$ cat src/rtl/core/accel_limited_position_follower_macros.svh
// Assertion macros used by the follower's controller.
`ifndef ACCEL_LIMITED_POSITION_FOLLOWER_MACROS_SVH
`define ACCEL_LIMITED_POSITION_FOLLOWER_MACROS_SVH

// Same-cycle implication, disabled while reset is asserted.
`define ALPF_ASSERT_NOW(lbl, ck, rn, ante, cons, msg) \
	lbl: assert property (@(posedge ck) disable iff (!rn) (ante) |-> (cons)) \
		else $error(msg);

// Next-cycle implication, disabled while reset is asserted.
`define ALPF_ASSERT_NEXT(lbl, ck, rn, ante, cons, msg) \
	lbl: assert property (@(posedge ck) disable iff (!rn) (ante) |=> (cons)) \
		else $error(msg);

`endif

$ cat src/rtl/core/alpf_pkg.sv
// Types and constants shared by the position follower modules.
package alpf_pkg;

	localparam int DATA_W     = 32;
	localparam int CFG_IDX_W  = 3;
	localparam int CFG_DATA_W = 32;
	localparam int HALF_W     = 23;
	localparam int CENTER_W   = 24;
	localparam int LIMIT_W    = 31;
	localparam int TSTEP_W    = 21;
	localparam int BOUND_W    = 26;
	localparam int ERR_W      = 33;
	localparam int MUL_A_W    = 32;
	localparam int MUL_B_W    = 33;
	localparam int PROD_W     = 65;
	// Width of the largest product of a speed or acceleration magnitude with the time step.
	localparam int STEP_PROD_W = 52;

	localparam logic [TSTEP_W-1:0] TSTEP_RST = 21'd1048;

	typedef enum logic [CFG_IDX_W-1:0] {
		REG_RANGE_HALF = 3'd0,
		REG_CENTER     = 3'd1,
		REG_VEL_LIMIT  = 3'd2,
		REG_ACC_LIMIT  = 3'd3,
		REG_TOLERANCE  = 3'd4,
		REG_TIME_STEP  = 3'd5,
		REG_START_POS  = 3'd6,
		REG_START_VEL  = 3'd7
	} cfg_reg_t;

	typedef enum logic [1:0] {
		MUL_DV  = 2'd0,
		MUL_V2  = 2'd1,
		MUL_BR  = 2'd2,
		MUL_DTH = 2'd3
	} mul_sel_t;

	typedef struct packed {
		logic     load;
		logic     prep;
		mul_sel_t mul_sel;
		logic     cap_dv;
		logic     cap_v2;
		logic     cmp;
		logic     vel;
		logic     fin;
	} cmd_t;

	typedef struct packed {
		logic short_path;
		logic out_free;
	} status_t;

	function automatic logic [DATA_W-1:0] abs32(input logic signed [DATA_W-1:0] v);
		abs32 = v[DATA_W-1] ? DATA_W'(-v) : DATA_W'(v);
	endfunction

endpackage

$ cat src/rtl/core/alpf_ifs.sv
// Valid/ready channel interfaces for target items and result items.
interface alpf_in_if;
	logic                                valid;
	logic                                ready;
	logic signed [alpf_pkg::DATA_W-1:0]  target_position;

	modport source (output valid, output target_position, input ready);
	modport sink (input valid, input target_position, output ready);
endinterface

interface alpf_out_if;
	logic                                valid;
	logic                                ready;
	logic signed [alpf_pkg::DATA_W-1:0]  position;
	logic signed [alpf_pkg::DATA_W-1:0]  velocity;
	logic                                clamped;
	logic                                settled;
	logic                                unstable;

	modport source (output valid, output position, output velocity, output clamped,
		output settled, output unstable, input ready);
	modport sink (input valid, input position, input velocity, input clamped,
		input settled, input unstable, output ready);
endinterface

$ cat src/rtl/core/alpf_ctrl.sv
// Controller state machine that sequences one item through the datapath.
`include "accel_limited_position_follower_macros.svh"

module alpf_ctrl (
	input  logic              clk,
	input  logic              arst_n,
	input  logic              in_valid,
	output logic              in_ready,
	input  alpf_pkg::status_t status,
	output alpf_pkg::cmd_t    cmd
);

	typedef enum logic [8:0] {
		S_IDLE = 9'b000000001,
		S_PREP = 9'b000000010,
		S_MDV  = 9'b000000100,
		S_MV2  = 9'b000001000,
		S_MBR  = 9'b000010000,
		S_CMP  = 9'b000100000,
		S_VEL  = 9'b001000000,
		S_MDTH = 9'b010000000,
		S_FIN  = 9'b100000000
	} state_t;

	state_t state_q;
	state_t state_d;

	assign in_ready = (state_q == S_IDLE);

	always_comb begin
		state_d     = state_q;
		cmd         = '0;
		cmd.mul_sel = alpf_pkg::MUL_DV;
		case (state_q)
			S_IDLE: begin
				if (in_valid) begin
					cmd.load = 1'b1;
					state_d  = S_PREP;
				end
			end
			S_PREP: begin
				cmd.prep = 1'b1;
				state_d  = S_MDV;
			end
			S_MDV: begin
				cmd.mul_sel = alpf_pkg::MUL_DV;
				// Clamped and settled items need no arithmetic beyond the checks.
				state_d = status.short_path ? S_FIN : S_MV2;
			end
			S_MV2: begin
				cmd.mul_sel = alpf_pkg::MUL_V2;
				cmd.cap_dv  = 1'b1;
				state_d     = S_MBR;
			end
			S_MBR: begin
				cmd.mul_sel = alpf_pkg::MUL_BR;
				cmd.cap_v2  = 1'b1;
				state_d     = S_CMP;
			end
			S_CMP: begin
				cmd.cmp = 1'b1;
				state_d = S_VEL;
			end
			S_VEL: begin
				cmd.vel = 1'b1;
				state_d = S_MDTH;
			end
			S_MDTH: begin
				cmd.mul_sel = alpf_pkg::MUL_DTH;
				state_d     = S_FIN;
			end
			S_FIN: begin
				// The position step product must hold while the result waits.
				cmd.mul_sel = alpf_pkg::MUL_DTH;
				if (status.out_free) begin
					cmd.fin = 1'b1;
					state_d = S_IDLE;
				end
			end
			default: begin
				state_d = S_IDLE;
			end
		endcase
	end

	always_ff @(posedge clk or negedge arst_n) begin
		if (!arst_n) begin
			state_q <= S_IDLE;
		end else begin
			state_q <= state_d;
		end
	end

	`ALPF_ASSERT_NEXT(a_accept_to_prep, clk, arst_n, in_valid && in_ready, state_q == S_PREP, "accepted item did not enter the check state")
	`ALPF_ASSERT_NEXT(a_short_to_fin, clk, arst_n, (state_q == S_MDV) && status.short_path, state_q == S_FIN, "clamped or settled item took the long path")
	`ALPF_ASSERT_NEXT(a_long_to_mul, clk, arst_n, (state_q == S_MDV) && !status.short_path, state_q == S_MV2, "moving item skipped the multiply sequence")

endmodule

$ cat src/rtl/core/alpf_dp.sv
// Datapath: configuration registers, channel state, shared multiplier and result register.
module alpf_dp #(
	parameter int FRAC_BITS = 20
) (
	input  logic                                   clk,
	input  logic                                   arst_n,
	input  logic                                   cfg_we,
	input  logic [alpf_pkg::CFG_IDX_W-1:0]         cfg_index,
	input  logic [alpf_pkg::CFG_DATA_W-1:0]        cfg_data,
	input  logic signed [alpf_pkg::DATA_W-1:0]     in_target,
	input  alpf_pkg::cmd_t                         cmd,
	output alpf_pkg::status_t                      status,
	output logic                                   out_valid,
	input  logic                                   out_ready,
	output logic signed [alpf_pkg::DATA_W-1:0]     out_position,
	output logic signed [alpf_pkg::DATA_W-1:0]     out_velocity,
	output logic                                   out_clamped,
	output logic                                   out_settled,
	output logic                                   out_unstable
);

	localparam int DW     = alpf_pkg::DATA_W;
	localparam int STEP_W = alpf_pkg::STEP_PROD_W - FRAC_BITS;
	localparam int CMP_W  = (STEP_W > DW) ? STEP_W : DW;
	localparam int OV_W   = (STEP_W > 34) ? STEP_W : 34;
	localparam int PS_W   = CMP_W + 2;

	// Configuration registers.
	logic [alpf_pkg::HALF_W-1:0]          half_q;
	logic signed [alpf_pkg::CENTER_W-1:0] center_q;
	logic [alpf_pkg::LIMIT_W-1:0]         vlim_q;
	logic [alpf_pkg::LIMIT_W-1:0]         accel_q;
	logic [alpf_pkg::LIMIT_W-1:0]         tol_q;
	logic [alpf_pkg::TSTEP_W-1:0]         tstep_q;

	// Channel state.
	logic signed [DW-1:0] cur_pos_q;
	logic signed [DW-1:0] cur_vel_q;

	// Per-item working registers.
	logic signed [DW-1:0]                  tgt_q;
	logic signed [alpf_pkg::ERR_W-1:0]     err_q;
	logic [alpf_pkg::ERR_W-1:0]            aerr_q;
	logic [DW-1:0]                         avel_q;
	logic                                  clamp_q;
	logic                                  settle_q;
	logic signed [alpf_pkg::BOUND_W-1:0]   bound_q;
	logic [alpf_pkg::PROD_W-1:0]           prod_q;
	logic [STEP_W-1:0]                     dvmax_q;
	logic [63:0]                           v2_q;
	logic                                  brake_q;
	logic [alpf_pkg::LIMIT_W-1:0]          head_q;
	logic signed [DW-1:0]                  vel_new_q;

	// Result register.
	logic                 out_valid_q;
	logic signed [DW-1:0] out_pos_q;
	logic signed [DW-1:0] out_vel_q;
	logic                 out_clamped_q;
	logic                 out_settled_q;
	logic                 out_unstable_q;

	// Travel bounds and error checks.
	logic signed [alpf_pkg::BOUND_W-1:0] upper;
	logic signed [alpf_pkg::BOUND_W-1:0] lower;
	logic                                hit_upper;
	logic                                hit_lower;
	logic [alpf_pkg::ERR_W-1:0]          aerr_d;

	assign upper = alpf_pkg::BOUND_W'(center_q) + alpf_pkg::BOUND_W'($signed({1'b0, half_q}));
	assign lower = alpf_pkg::BOUND_W'(center_q) - alpf_pkg::BOUND_W'($signed({1'b0, half_q}));
	assign hit_upper = (tgt_q >= DW'(upper));
	assign hit_lower = (tgt_q <= DW'(lower));
	assign aerr_d = err_q[alpf_pkg::ERR_W-1] ? alpf_pkg::ERR_W'(-err_q)
		: alpf_pkg::ERR_W'(err_q);

	// Shared multiplier operands.
	logic [alpf_pkg::MUL_A_W-1:0] mul_a;
	logic [alpf_pkg::MUL_B_W-1:0] mul_b;
	logic [alpf_pkg::PROD_W-1:0]  prod_d;

	always_comb begin
		case (cmd.mul_sel)
			alpf_pkg::MUL_DV: begin
				mul_a = alpf_pkg::MUL_A_W'(accel_q);
				mul_b = alpf_pkg::MUL_B_W'(tstep_q);
			end
			alpf_pkg::MUL_V2: begin
				mul_a = avel_q;
				mul_b = alpf_pkg::MUL_B_W'(avel_q);
			end
			alpf_pkg::MUL_BR: begin
				mul_a = alpf_pkg::MUL_A_W'(accel_q);
				mul_b = aerr_q;
			end
			alpf_pkg::MUL_DTH: begin
				mul_a = alpf_pkg::abs32(vel_new_q);
				mul_b = alpf_pkg::MUL_B_W'(tstep_q);
			end
			default: begin
				mul_a = '0;
				mul_b = '0;
			end
		endcase
	end

	assign prod_d = mul_a * mul_b;

	// Braking test against 2*a*|e|, head room to the speed limit.
	logic       brake_d;
	logic [alpf_pkg::LIMIT_W-1:0] head_d;

	assign brake_d = ({1'b0, v2_q} >= {prod_q[63:0], 1'b0});
	assign head_d  = (avel_q >= DW'(vlim_q)) ? '0
		: alpf_pkg::LIMIT_W'(DW'(vlim_q) - avel_q);

	// Velocity update.
	logic [DW-1:0]          dv_lim;
	logic [DW-1:0]          dv;
	logic                   vel_up;
	logic signed [DW+1:0]   vel_sum;
	logic signed [DW-1:0]   vel_sat;

	assign dv_lim = brake_q ? avel_q : DW'(head_q);
	assign dv     = (CMP_W'(dvmax_q) < CMP_W'(dv_lim)) ? DW'(dvmax_q) : dv_lim;
	// Braking moves toward zero; otherwise the step follows the error's sign.
	assign vel_up = brake_q ? !(!cur_vel_q[DW-1] && (|cur_vel_q))
		: (!err_q[alpf_pkg::ERR_W-1] && (|err_q));
	assign vel_sum = vel_up ? ((DW+2)'(cur_vel_q) + (DW+2)'(dv))
		: ((DW+2)'(cur_vel_q) - (DW+2)'(dv));

	always_comb begin
		if (vel_sum > (DW+2)'(32'sh7FFFFFFF)) begin
			vel_sat = 32'sh7FFFFFFF;
		end else if (vel_sum < (DW+2)'(32'sh80000000)) begin
			vel_sat = 32'sh80000000;
		end else begin
			vel_sat = DW'(vel_sum);
		end
	end

	// Position update with the overshoot check.
	logic [STEP_W-1:0]    dth_mag;
	logic [33:0]          ov_lim;
	logic                 overshoot;
	logic signed [PS_W-1:0] pos_sum;
	logic signed [DW-1:0] pos_sat;

	assign dth_mag   = prod_q[alpf_pkg::STEP_PROD_W-1:FRAC_BITS];
	assign ov_lim    = {1'b0, aerr_q} + {2'b0, tol_q, 1'b0};
	assign overshoot = (OV_W'(dth_mag) > OV_W'(ov_lim));
	assign pos_sum   = vel_new_q[DW-1] ? (PS_W'(cur_pos_q) - PS_W'(dth_mag))
		: (PS_W'(cur_pos_q) + PS_W'(dth_mag));

	always_comb begin
		if (pos_sum > PS_W'(32'sh7FFFFFFF)) begin
			pos_sat = 32'sh7FFFFFFF;
		end else if (pos_sum < PS_W'(32'sh80000000)) begin
			pos_sat = 32'sh80000000;
		end else begin
			pos_sat = DW'(pos_sum);
		end
	end

	// Final result of the item.
	logic signed [DW-1:0] res_pos;
	logic signed [DW-1:0] res_vel;
	logic                 res_unstable;

	always_comb begin
		res_unstable = 1'b0;
		if (clamp_q) begin
			res_pos = DW'(bound_q);
			res_vel = cur_vel_q;
		end else if (settle_q) begin
			res_pos = cur_pos_q;
			res_vel = '0;
		end else if (overshoot) begin
			res_pos = cur_pos_q;
			res_vel = '0;
			res_unstable = 1'b1;
		end else begin
			res_pos = pos_sat;
			res_vel = vel_new_q;
		end
	end

	// Configuration and channel state.
	always_ff @(posedge clk or negedge arst_n) begin
		if (!arst_n) begin
			half_q    <= '0;
			center_q  <= '0;
			vlim_q    <= '0;
			accel_q   <= '0;
			tol_q     <= '0;
			tstep_q   <= alpf_pkg::TSTEP_RST;
			cur_pos_q <= '0;
			cur_vel_q <= '0;
		end else if (cfg_we) begin
			case (alpf_pkg::cfg_reg_t'(cfg_index))
				alpf_pkg::REG_RANGE_HALF: half_q   <= cfg_data[alpf_pkg::HALF_W-1:0];
				alpf_pkg::REG_CENTER:     center_q <= $signed(cfg_data[alpf_pkg::CENTER_W-1:0]);
				alpf_pkg::REG_VEL_LIMIT:  vlim_q   <= cfg_data[alpf_pkg::LIMIT_W-1:0];
				alpf_pkg::REG_ACC_LIMIT:  accel_q  <= cfg_data[alpf_pkg::LIMIT_W-1:0];
				alpf_pkg::REG_TOLERANCE:  tol_q    <= cfg_data[alpf_pkg::LIMIT_W-1:0];
				alpf_pkg::REG_TIME_STEP:  tstep_q  <= cfg_data[alpf_pkg::TSTEP_W-1:0];
				alpf_pkg::REG_START_POS: begin
					cur_pos_q <= DW'($signed(cfg_data[alpf_pkg::CENTER_W-1:0]));
				end
				alpf_pkg::REG_START_VEL: begin
					cur_vel_q <= $signed(cfg_data);
				end
				default: begin
				end
			endcase
		end else if (cmd.fin) begin
			cur_pos_q <= res_pos;
			cur_vel_q <= res_vel;
		end
	end

	// Working registers; payload only.
	always_ff @(posedge clk) begin
		prod_q <= prod_d;
		if (cmd.load) begin
			tgt_q <= in_target;
			err_q <= alpf_pkg::ERR_W'(in_target) - alpf_pkg::ERR_W'(cur_pos_q);
		end
		if (cmd.prep) begin
			clamp_q  <= hit_upper || hit_lower;
			bound_q  <= hit_upper ? upper : lower;
			aerr_q   <= aerr_d;
			settle_q <= !(hit_upper || hit_lower)
				&& (aerr_d < alpf_pkg::ERR_W'(tol_q));
			avel_q   <= alpf_pkg::abs32(cur_vel_q);
		end
		if (cmd.cap_dv) begin
			dvmax_q <= prod_q[alpf_pkg::STEP_PROD_W-1:FRAC_BITS];
		end
		if (cmd.cap_v2) begin
			v2_q <= prod_q[63:0];
		end
		if (cmd.cmp) begin
			brake_q <= brake_d;
			head_q  <= head_d;
		end
		if (cmd.vel) begin
			vel_new_q <= vel_sat;
		end
		if (cmd.fin) begin
			out_pos_q      <= res_pos;
			out_vel_q      <= res_vel;
			out_clamped_q  <= clamp_q;
			out_settled_q  <= settle_q;
			out_unstable_q <= res_unstable;
		end
	end

	always_ff @(posedge clk or negedge arst_n) begin
		if (!arst_n) begin
			out_valid_q <= 1'b0;
		end else if (cmd.fin) begin
			out_valid_q <= 1'b1;
		end else if (out_ready) begin
			out_valid_q <= 1'b0;
		end
	end

	assign status.short_path = clamp_q || settle_q;
	assign status.out_free   = !out_valid_q || out_ready;

	assign out_valid    = out_valid_q;
	assign out_position = out_pos_q;
	assign out_velocity = out_vel_q;
	assign out_clamped  = out_clamped_q;
	assign out_settled  = out_settled_q;
	assign out_unstable = out_unstable_q;

endmodule

$ cat src/rtl/core/accel_limited_position_follower.sv
// Top level of the acceleration-limited position follower for one channel.
//
//   channel     dir  handshake          payload
//   target_ch   in   valid/ready        target_position
//   result_ch   out  valid/ready        position, velocity, clamped, settled, unstable
//   cfg         in   cfg_we             cfg_index, cfg_data
//
// A moving item passes the check, multiply, compare and velocity states to the result
// register; a clamped or settled item goes from the checks to the result state.
// The four multiplies share one 32x33 multiplier, one multiply at a time.
// A new item is taken only after the previous one has reached the result register.
// Reset clears the configuration to its defaults and the position and velocity to zero.
// A stalled result holds the last step until result_ch.ready is seen.
module accel_limited_position_follower #(
	parameter int FRAC_BITS = 20
) (
	input  logic                             clk,
	input  logic                             arst_n,
	input  logic                             cfg_we,
	input  logic [alpf_pkg::CFG_IDX_W-1:0]   cfg_index,
	input  logic [alpf_pkg::CFG_DATA_W-1:0]  cfg_data,
	alpf_in_if.sink                          target_ch,
	alpf_out_if.source                       result_ch
);

	alpf_pkg::cmd_t    cmd;
	alpf_pkg::status_t status;

	alpf_ctrl u_ctrl (
		.clk      (clk),
		.arst_n   (arst_n),
		.in_valid (target_ch.valid),
		.in_ready (target_ch.ready),
		.status   (status),
		.cmd      (cmd)
	);

	alpf_dp #(
		.FRAC_BITS (FRAC_BITS)
	) u_dp (
		.clk          (clk),
		.arst_n       (arst_n),
		.cfg_we       (cfg_we),
		.cfg_index    (cfg_index),
		.cfg_data     (cfg_data),
		.in_target    (target_ch.target_position),
		.cmd          (cmd),
		.status       (status),
		.out_valid    (result_ch.valid),
		.out_ready    (result_ch.ready),
		.out_position (result_ch.position),
		.out_velocity (result_ch.velocity),
		.out_clamped  (result_ch.clamped),
		.out_settled  (result_ch.settled),
		.out_unstable (result_ch.unstable)
	);

endmodule

$ cat src/flat_wrapper.sv
// flat-port wrapper written by rule: the top's interface ports become plain ports
module accel_limited_position_follower_flat 
#(
	parameter int FRAC_BITS = 20
)
  (clk, arst_n, cfg_we, cfg_index, cfg_data, target_ch_valid, target_ch_target_position, target_ch_ready, result_ch_valid, result_ch_position, result_ch_velocity, result_ch_clamped, result_ch_settled, result_ch_unstable, result_ch_ready);
  alpf_in_if target_ch_i ();
  alpf_out_if result_ch_i ();
  input  logic clk;
  input  logic arst_n;
  input  logic cfg_we;
  input  logic [alpf_pkg::CFG_IDX_W-1:0] cfg_index;
  input  logic [alpf_pkg::CFG_DATA_W-1:0] cfg_data;
  input wire logic [$bits(target_ch_i.valid)-1:0] target_ch_valid;
  input wire logic [$bits(target_ch_i.target_position)-1:0] target_ch_target_position;
  output wire logic [$bits(target_ch_i.ready)-1:0] target_ch_ready;
  output wire logic [$bits(result_ch_i.valid)-1:0] result_ch_valid;
  output wire logic [$bits(result_ch_i.position)-1:0] result_ch_position;
  output wire logic [$bits(result_ch_i.velocity)-1:0] result_ch_velocity;
  output wire logic [$bits(result_ch_i.clamped)-1:0] result_ch_clamped;
  output wire logic [$bits(result_ch_i.settled)-1:0] result_ch_settled;
  output wire logic [$bits(result_ch_i.unstable)-1:0] result_ch_unstable;
  input wire logic [$bits(result_ch_i.ready)-1:0] result_ch_ready;
  assign target_ch_i.valid = target_ch_valid;
  assign target_ch_i.target_position = target_ch_target_position;
  assign target_ch_ready = target_ch_i.ready;
  assign result_ch_valid = result_ch_i.valid;
  assign result_ch_position = result_ch_i.position;
  assign result_ch_velocity = result_ch_i.velocity;
  assign result_ch_clamped = result_ch_i.clamped;
  assign result_ch_settled = result_ch_i.settled;
  assign result_ch_unstable = result_ch_i.unstable;
  assign result_ch_i.ready = result_ch_ready;
  accel_limited_position_follower #(.FRAC_BITS(FRAC_BITS)) u_core (.clk(clk), .arst_n(arst_n), .cfg_we(cfg_we), .cfg_index(cfg_index), .cfg_data(cfg_data), .target_ch(target_ch_i), .result_ch(result_ch_i));
endmodule
$ cat config.mk
export PLATFORM = sky130hd
export DESIGN_NAME = accel_limited_position_follower_flat
export DESIGN_NICKNAME = d
export VERILOG_FILES = /design/src/rtl/core/alpf_pkg.sv /design/src/rtl/core/alpf_ifs.sv /design/src/rtl/core/alpf_ctrl.sv /design/src/rtl/core/alpf_dp.sv /design/src/rtl/core/accel_limited_position_follower.sv /design/src/flat_wrapper.sv
export VERILOG_INCLUDE_DIRS = /design/src /design/src/rtl/core
export SDC_FILE = /design/constraint.sdc
export NUM_CORES = 2
export LEC_CHECK = 0
export ABC_CLOCK_PERIOD_IN_PS = 15950
export BUFFER_PORTS_ARGS = -buffer_cell sky130_fd_sc_hd__buf_4
export CAP_MARGIN = 20
export CORE_AREA = 2 2 445 447
export CTS_BUF_LIST = sky130_fd_sc_hd__clkbuf_16
export CTS_CLUSTER_SIZE = 14
export DETAILED_ROUTE_END_ITERATION = 16
export DIE_AREA = 0 0 447 449
export PLACE_DENSITY = 0.64
export SYNTH_ARGS = -nofsm -noshare
export SYNTH_HDL_FRONTEND = slang
export SYNTH_SLANG_ARGS = --single-unit
$ cat constraint.sdc
create_clock -name clk -period 15.95 [get_ports clk]
set_input_delay 3.19 -clock clk [delete_from_list [all_inputs] [get_ports clk]]
set_output_delay 3.19 -clock clk [all_outputs]
set_load 0.01 [all_outputs]
; Word-level counts from Yosys, hierarchy flattened
; Cells that the tools add are included.
[totals]
register_bits = 684
latchBits = 0
mem_bits_rw = 0
romBits = 0
inputBits = 72
out_inout_bits = 69
word_cells = 149
mem_count = 0
[classes]
addsub = 12
mul = 1
div_mod_pow = 0
n_lt_le_gt_ge = 11
n_eq_ne = 23
shift = 0
n_mux = 43
n_bitwise = 0
reduce_logical = 30
[ops]
columns = op, n
row1 = two-way mux 32 bit, 18
row2 = case mux 33 bit (3 select lines), 1
row3 = case mux 32 bit (3 select lines), 1
row4 = case mux 9 bit (9 select lines), 1
row5 = adder 32 x 33 -> 34 bit, 2
row6 = "> comparator 34 x 32 -> 1 bit, second input constant", 2
row7 = "less-than comparator 34 x 32 -> 1 bit, second input constant", 2
row8 = two-way mux 34 bit, 2
row9 = subtractor 32 x 33 -> 34 bit, 2
row10 = greater-or-equal comparator 64 x 65 -> 1 bit, 1
row11 = multiplier 32 x 33 -> 64 bit, 1
row12 = negation 32 bit, 2
row13 = adder 33 x 32 -> 34 bit, 1
row14 = > comparator 32 x 34 -> 1 bit, 1
row15 = less-than comparator 33 x 31 -> 1 bit, 1
row16 = two-way mux 33 bit, 1
row17 = negation 33 bit, 1
row18 = OR reduction 33 bit, 1
row19 = subtractor 32 x 32 -> 33 bit, 1
row20 = greater-or-equal comparator 32 x 25 -> 1 bit, 1
row21 = greater-or-equal comparator 32 x 31 -> 1 bit, 1
row22 = <= comparator 32 x 25 -> 1 bit, 1
row23 = less-than comparator 32 bit, 1
row24 = OR reduction 32 bit, 1
row25 = 32 further kinds, 73

; Longest topological paths before layout
[depth]
depth_word = 10
mapped_depth = 43
depth_no_buf = 38

; Hierarchy
; From an unflattened synthesis, not the netlist that was laid out.
[hier_totals]
hier_cells = 8423
hier_area_um2 = 78058.6
[by_module_without_submodules]
columns = mod, n_inst, cells_per_inst, area_per_inst_um2, seq_area_each_um2
row1 = alpf_dp, 1, 8353, 77428.0, 18471.5
row2 = alpf_ctrl, 1, 70, 630.6, 226.5

; Worst setup path after synthesis
; Ideal clock, no wire load.
[synth_timing]
path_kind = register -> register
startpoint = reg u_core.u_ctrl.state_q[7]
endpoint = reg u_core.u_dp.prod_q[62] (netlist bit)
setup_ps = 62
t_arrival_ps = 11625
t_required_ps = 15888
path_slack_ps = 4264
path_stages_with_launch = 41
n_path_buf = 6
period_less_slack_ps = 11686
cell_sequence = dfrtp_1 > nor2_1 > nor4b_1 > and4b_1 > nor2_1 > clkbuf_1 > buf_1 > inv_1 > ha_1 > clkbuf_1 > clkbuf_1 > clkbuf_1 > nand2_1 > o31ai_1 > clkbuf_1 > nor2_1 > fa_1 > fa_1 > (+5 left out) > inv_1 > fa_1 > inv_1 > fa_1 > fa_1 > ha_1 > nand2_1 > or3_1 > nor4b_1 > o2111ai_1 > a31oi_1 > nand2_1 > a21oi_1 > a31o_2 > o22ai_1 > o31a_1 > or3_1 > nand3_1
[synth_between]
elab_chain_cells = 7
word_cells_on_any_way = 15
cone_classes = mul (1) / eq/ne (7) / mux (3) / reduce/logical (4)
[synth_rtl]
columns = item, line
row1 = from (decl), alpf_ctrl.sv:25  ; state_t state_q;
row2 = from (signal assigned), alpf_ctrl.sv:90  ; state_q <= state_d;
row3 = == test 9 bit / == test 9 x 8 -> 1 bit (equally long branches), alpf_ctrl.sv:34  ; case (state_q)
row4 = OR reduction 2 bit (no line), --
row5 = case mux 2 bit (3 select lines) *, alpf_ctrl.sv:34
row6 = == test 2 bit / zero test 2 bit (equally long branches), alpf_dp.sv:83  ; case (cmd.mul_sel)
row7 = OR reduction 2 bit (no line), --
row8 = case mux 32 bit (3 select lines) / case mux 33 bit (3 select lines) (equally long branches), alpf_dp.sv:83
row9 = multiplier 32 x 33 -> 64 bit *, alpf_dp.sv:107  ; assign prod_d = mul_a * mul_b;
row10 = "net u_core.u_dp.prod_d, one bit", alpf_dp.sv:80  ; logic [alpf_pkg::PROD_W-1:0] prod_d;
row11 = to (signal assigned), alpf_dp.sv:224  ; prod_q <= prod_d;
row12 = to (decl), alpf_dp.sv:48  ; logic [alpf_pkg::PROD_W-1:0] prod_q;
; Mark *: on every way through the listed nets, which the timed path passes. The rest lies on a longest branch.
; A chain may end at the register's enable or synchronous reset.

; Worst setup path in the final report
; Ends and elaborated chain as after synthesis.

==> reports/results.ini <==
[timing]
timing_hold_violations_final=0
hold-worst-slack_ps=427.4
max_clock_freq_mhz=74.16
tightestPinTransition_ps=1350
final-max-slew-violation-count=0
maximum_clock_skew_at_final_layout_ps=63.99
fin_tns_setup_ps=0
final_min_period_over_clock_period=0.8454
worst_slew_margin_rel=0.09055
report.final.setup_viol=0
grt_setup_unrepaired=false
period_minus_slack_ps=13480

[final_layout]
design.final.nets=10080
n_fill_cell=19060
layout.area.seq_mm2=0.01870
post_layout_nonfiller_instances=11070
layout-drive-gt1-share=0.07250
finish.instance_area_mm2=0.08504
layout-area-overhead-vs-synth_pct=9.151
multi_input_area_mm2=0.05331

[routing]
routedWlPerCell_um=25.05
wirelength_mm=277.4
detailedRoute.firstPassIterationCount=7
postRouteAntennaNets=0
dr_total_vias=62340
route.detailed.vias_per_inst=5.631
drc_errors=0
drt-initial-drc-count=5742

[floorplan]
total_die_area_mm2=0.2007
die-width_um=447
die_height_um=449
start_util=0.3971
design.core.area_mm2=0.1962
top_level_ports=141
placementRows=163

[synthesis]
synth_top_cells_by_area=fa_1 24%, edfxtp_1 15%, ha_1 12%
post_synth_edffs=384
async_reset_ff_frac=0.3441
post_synthesis_instance_area_mm2=0.07791
yosys.area.top_type_share=0.2395
synth_flop_cell=edfxtp_1
synth.avg_cell_area_um2=9.349
synth_seq_area_share=0.2400
ys_warn_count=0
synth.net_count=10060
synth_top_cell_by_area=fa_1
synth-seq-cells=683
synth_cell_type_count=99
postSynthCellCount=8333

[worst_hold_path]
min_delay_path_depth=0
timing.hold.worst.class=flip-flop to flip-flop

[placed_design]
area_after_detailed_placement_mm2=0.08225
place.port_buffers=140
dpl.cell_count=10910
dp_hpwl_mm=217.6
finalWeightedCongestion=1.010

[global_routing]
via_count_of_the_first_global_routing_pass=63690
grt_overflow=0
antenna_found_initial=9
groute.usage.overall=0.2766
first_pass_grt_wire_length_mm=414.0
grt_start_max_net_pins=135

[critical_path]
timing.critical_path.fanout_max=79
critical_setup_path_class=flip-flop to flip-flop
timing.critical_path.from_type=flip-flop
critPathSlowestCell=a31oi_1
largest_delay_share_family_worst_path=adder cells
cp_slowest_stage_delay_ps=830
worstRegToRegCells=37
data_arrival_at_the_endpoint_of_the_critical_path_ps=14140
path_depth=37
worst_setup_path_end_kind=flip-flop
critical-path-top-cell-by-count=fa_1
cp_data_required_time_ps=16610
buffer_and_inverter_count_on_the_worst_path=8

[clocking]
cts.reportedPaths.clkPinSlew_ps=60
clock_tree.buffer_depth=3
cts.repair_timing.setup_buffer_count=0
ctsRootBufferMaster=clkbuf_16
ctsHoldBuffers=0
clkLatencyLatePin_ps=720
clock_tree_from_tritoncts=yes
cts_buffers=85
ctsResizeCount=0
cts.sink_count=683
ctsHtreeMaxLevel=3

[flow_run]
max_cap_violations=0

[run_status]
run_status=finished clean

## synth_stat cells, types with 70 or more instances
library cell / number
mux2_2: 92
mux2i_1: 79
inv_1: 1289
fa_1: 932
ha_1: 722
nand2_1: 989
dfrtp_1: 231
xnor2_1: 311
clkbuf_1: 291
o21a_1: 75
xor2_1: 72
a21o_1: 230
nor2_1: 731
o21ai_0: 337
a21oi_1: 344
nand3_1: 70
nor3_1: 89
nor2b_1: 71
edfxtp_1: 384
## layer usage
layer / share of wire / track usage
met4: 0.065 / 0.1462
met3: 0.080 / 0.05242
met5: 0.000047 / 0
met1: 0.39 / 0.3492
met2: 0.46 / 0.4483
## path summary, 6_finish.rpt
path / end / start / slack [ps]
worst max-delay path: u_core.u_dp.prod_q[62] / u_core.u_ctrl.state_q[7] / 2470
worst min-delay path: u_core.u_dp.v2_q[9] / u_core.u_dp.prod_q[9] / 430
worst max register to register: u_core.u_dp.prod_q[62] / u_core.u_ctrl.state_q[7] / 2470
worst min register to register: u_core.u_dp.v2_q[9] / u_core.u_dp.prod_q[9] / 430
max in group asynchronous: u_core.u_dp.vlim_q[13] / arst_n / 11990
min in group asynchronous: u_core.u_dp.center_q[20] / arst_n / 2500
## registers in the layout, summed over array words and instances (netlist names), 9 cells and up
register,flops
u_core.u_ctrl.state_q,9
u_core.u_dp.accel_q,31
u_core.u_dp.aerr_q,33
u_core.u_dp.avel_q,32
u_core.u_dp.bound_q,25
u_core.u_dp.center_q,24
u_core.u_dp.cur_pos_q,32
u_core.u_dp.cur_vel_q,32
u_core.u_dp.dvmax_q,32
u_core.u_dp.err_q,33
u_core.u_dp.half_q,23
u_core.u_dp.head_q,31
u_core.u_dp.out_position,32
u_core.u_dp.out_velocity,32
u_core.u_dp.prod_q,64
u_core.u_dp.tgt_q,32
u_core.u_dp.tol_q,31
u_core.u_dp.tstep_q,21
u_core.u_dp.v2_q,64
u_core.u_dp.vel_new_q,32
u_core.u_dp.vlim_q,31
## stage by stage
step                worst slack, ps    util
finish                         2466  0.4334
CTS                            2615  0.4332
global placement               2883  0.4192
detailed placement             2668  0.4192
global route                   1754  0.4334
floorplan                      4264       -
## cells by family (layout without fill, tap and decap cells)
logic type      count (synthesis)  count (layout)  synth area share
xor+xnor                      385             385           0.04347
fa+ha+maj                    1654            1654            0.3554
compound gates               1458            1458            0.1246
buf+inv                      1634            1729           0.07953
flops                         683             683            0.2400
simple gates                 2348            2348            0.1335
mux                           171             171           0.02345
other cells                     0               3                 0
## layout make-up
cell class,count,area share
Clock inverter,71,0.006136
Clock buffer,89,0.02619
Timing Repair Buffer,280,0.02510
Multi-Input combinational cell,6016,0.6269
Tap cell,2640,0.03884
Sequential cell,683,0.2199
Antenna cell,3,0.00008828
Inverter,1289,0.05690
## cells in the final DEF, fill, tap and decap left out, types with 19 or more instances in the layout
master	synthesis	routed
edfxtp_1	384	384
xor2_1	72	72
inv_1	1289	1310
nand2_1	989	989
or3_1	37	37
a21o_1	230	230
nor3_1	89	85
mux2_2	92	92
o21ai_0	337	332
nand4_1	61	61
dfrtp_1	231	231
mux2i_1	79	78
a221o_1	54	54
a311oi_1	19	19
xnor2_1	311	311
a211oi_1	29	28
and2_1	69	68
a222oi_1	22	22
dfxtp_1	64	64
ha_1	722	721
fa_1	932	932
a22o_1	34	34
nand2b_1	65	65
a31oi_1	36	36
clkinv_2	0	22
nor2b_1	71	71
and3_1	31	31
o31ai_1	47	44
nand3_1	70	70
o21a_1	75	75
nor2_1	731	728
a21oi_1	344	342
nor4_1	24	24
clkbuf_16	0	89
buf_4	7	276
o21bai_1	27	27
Power is left out: the tool's default activity adds up to more than one toggle a clock period on the data nets, which glitch-free logic cannot reach.
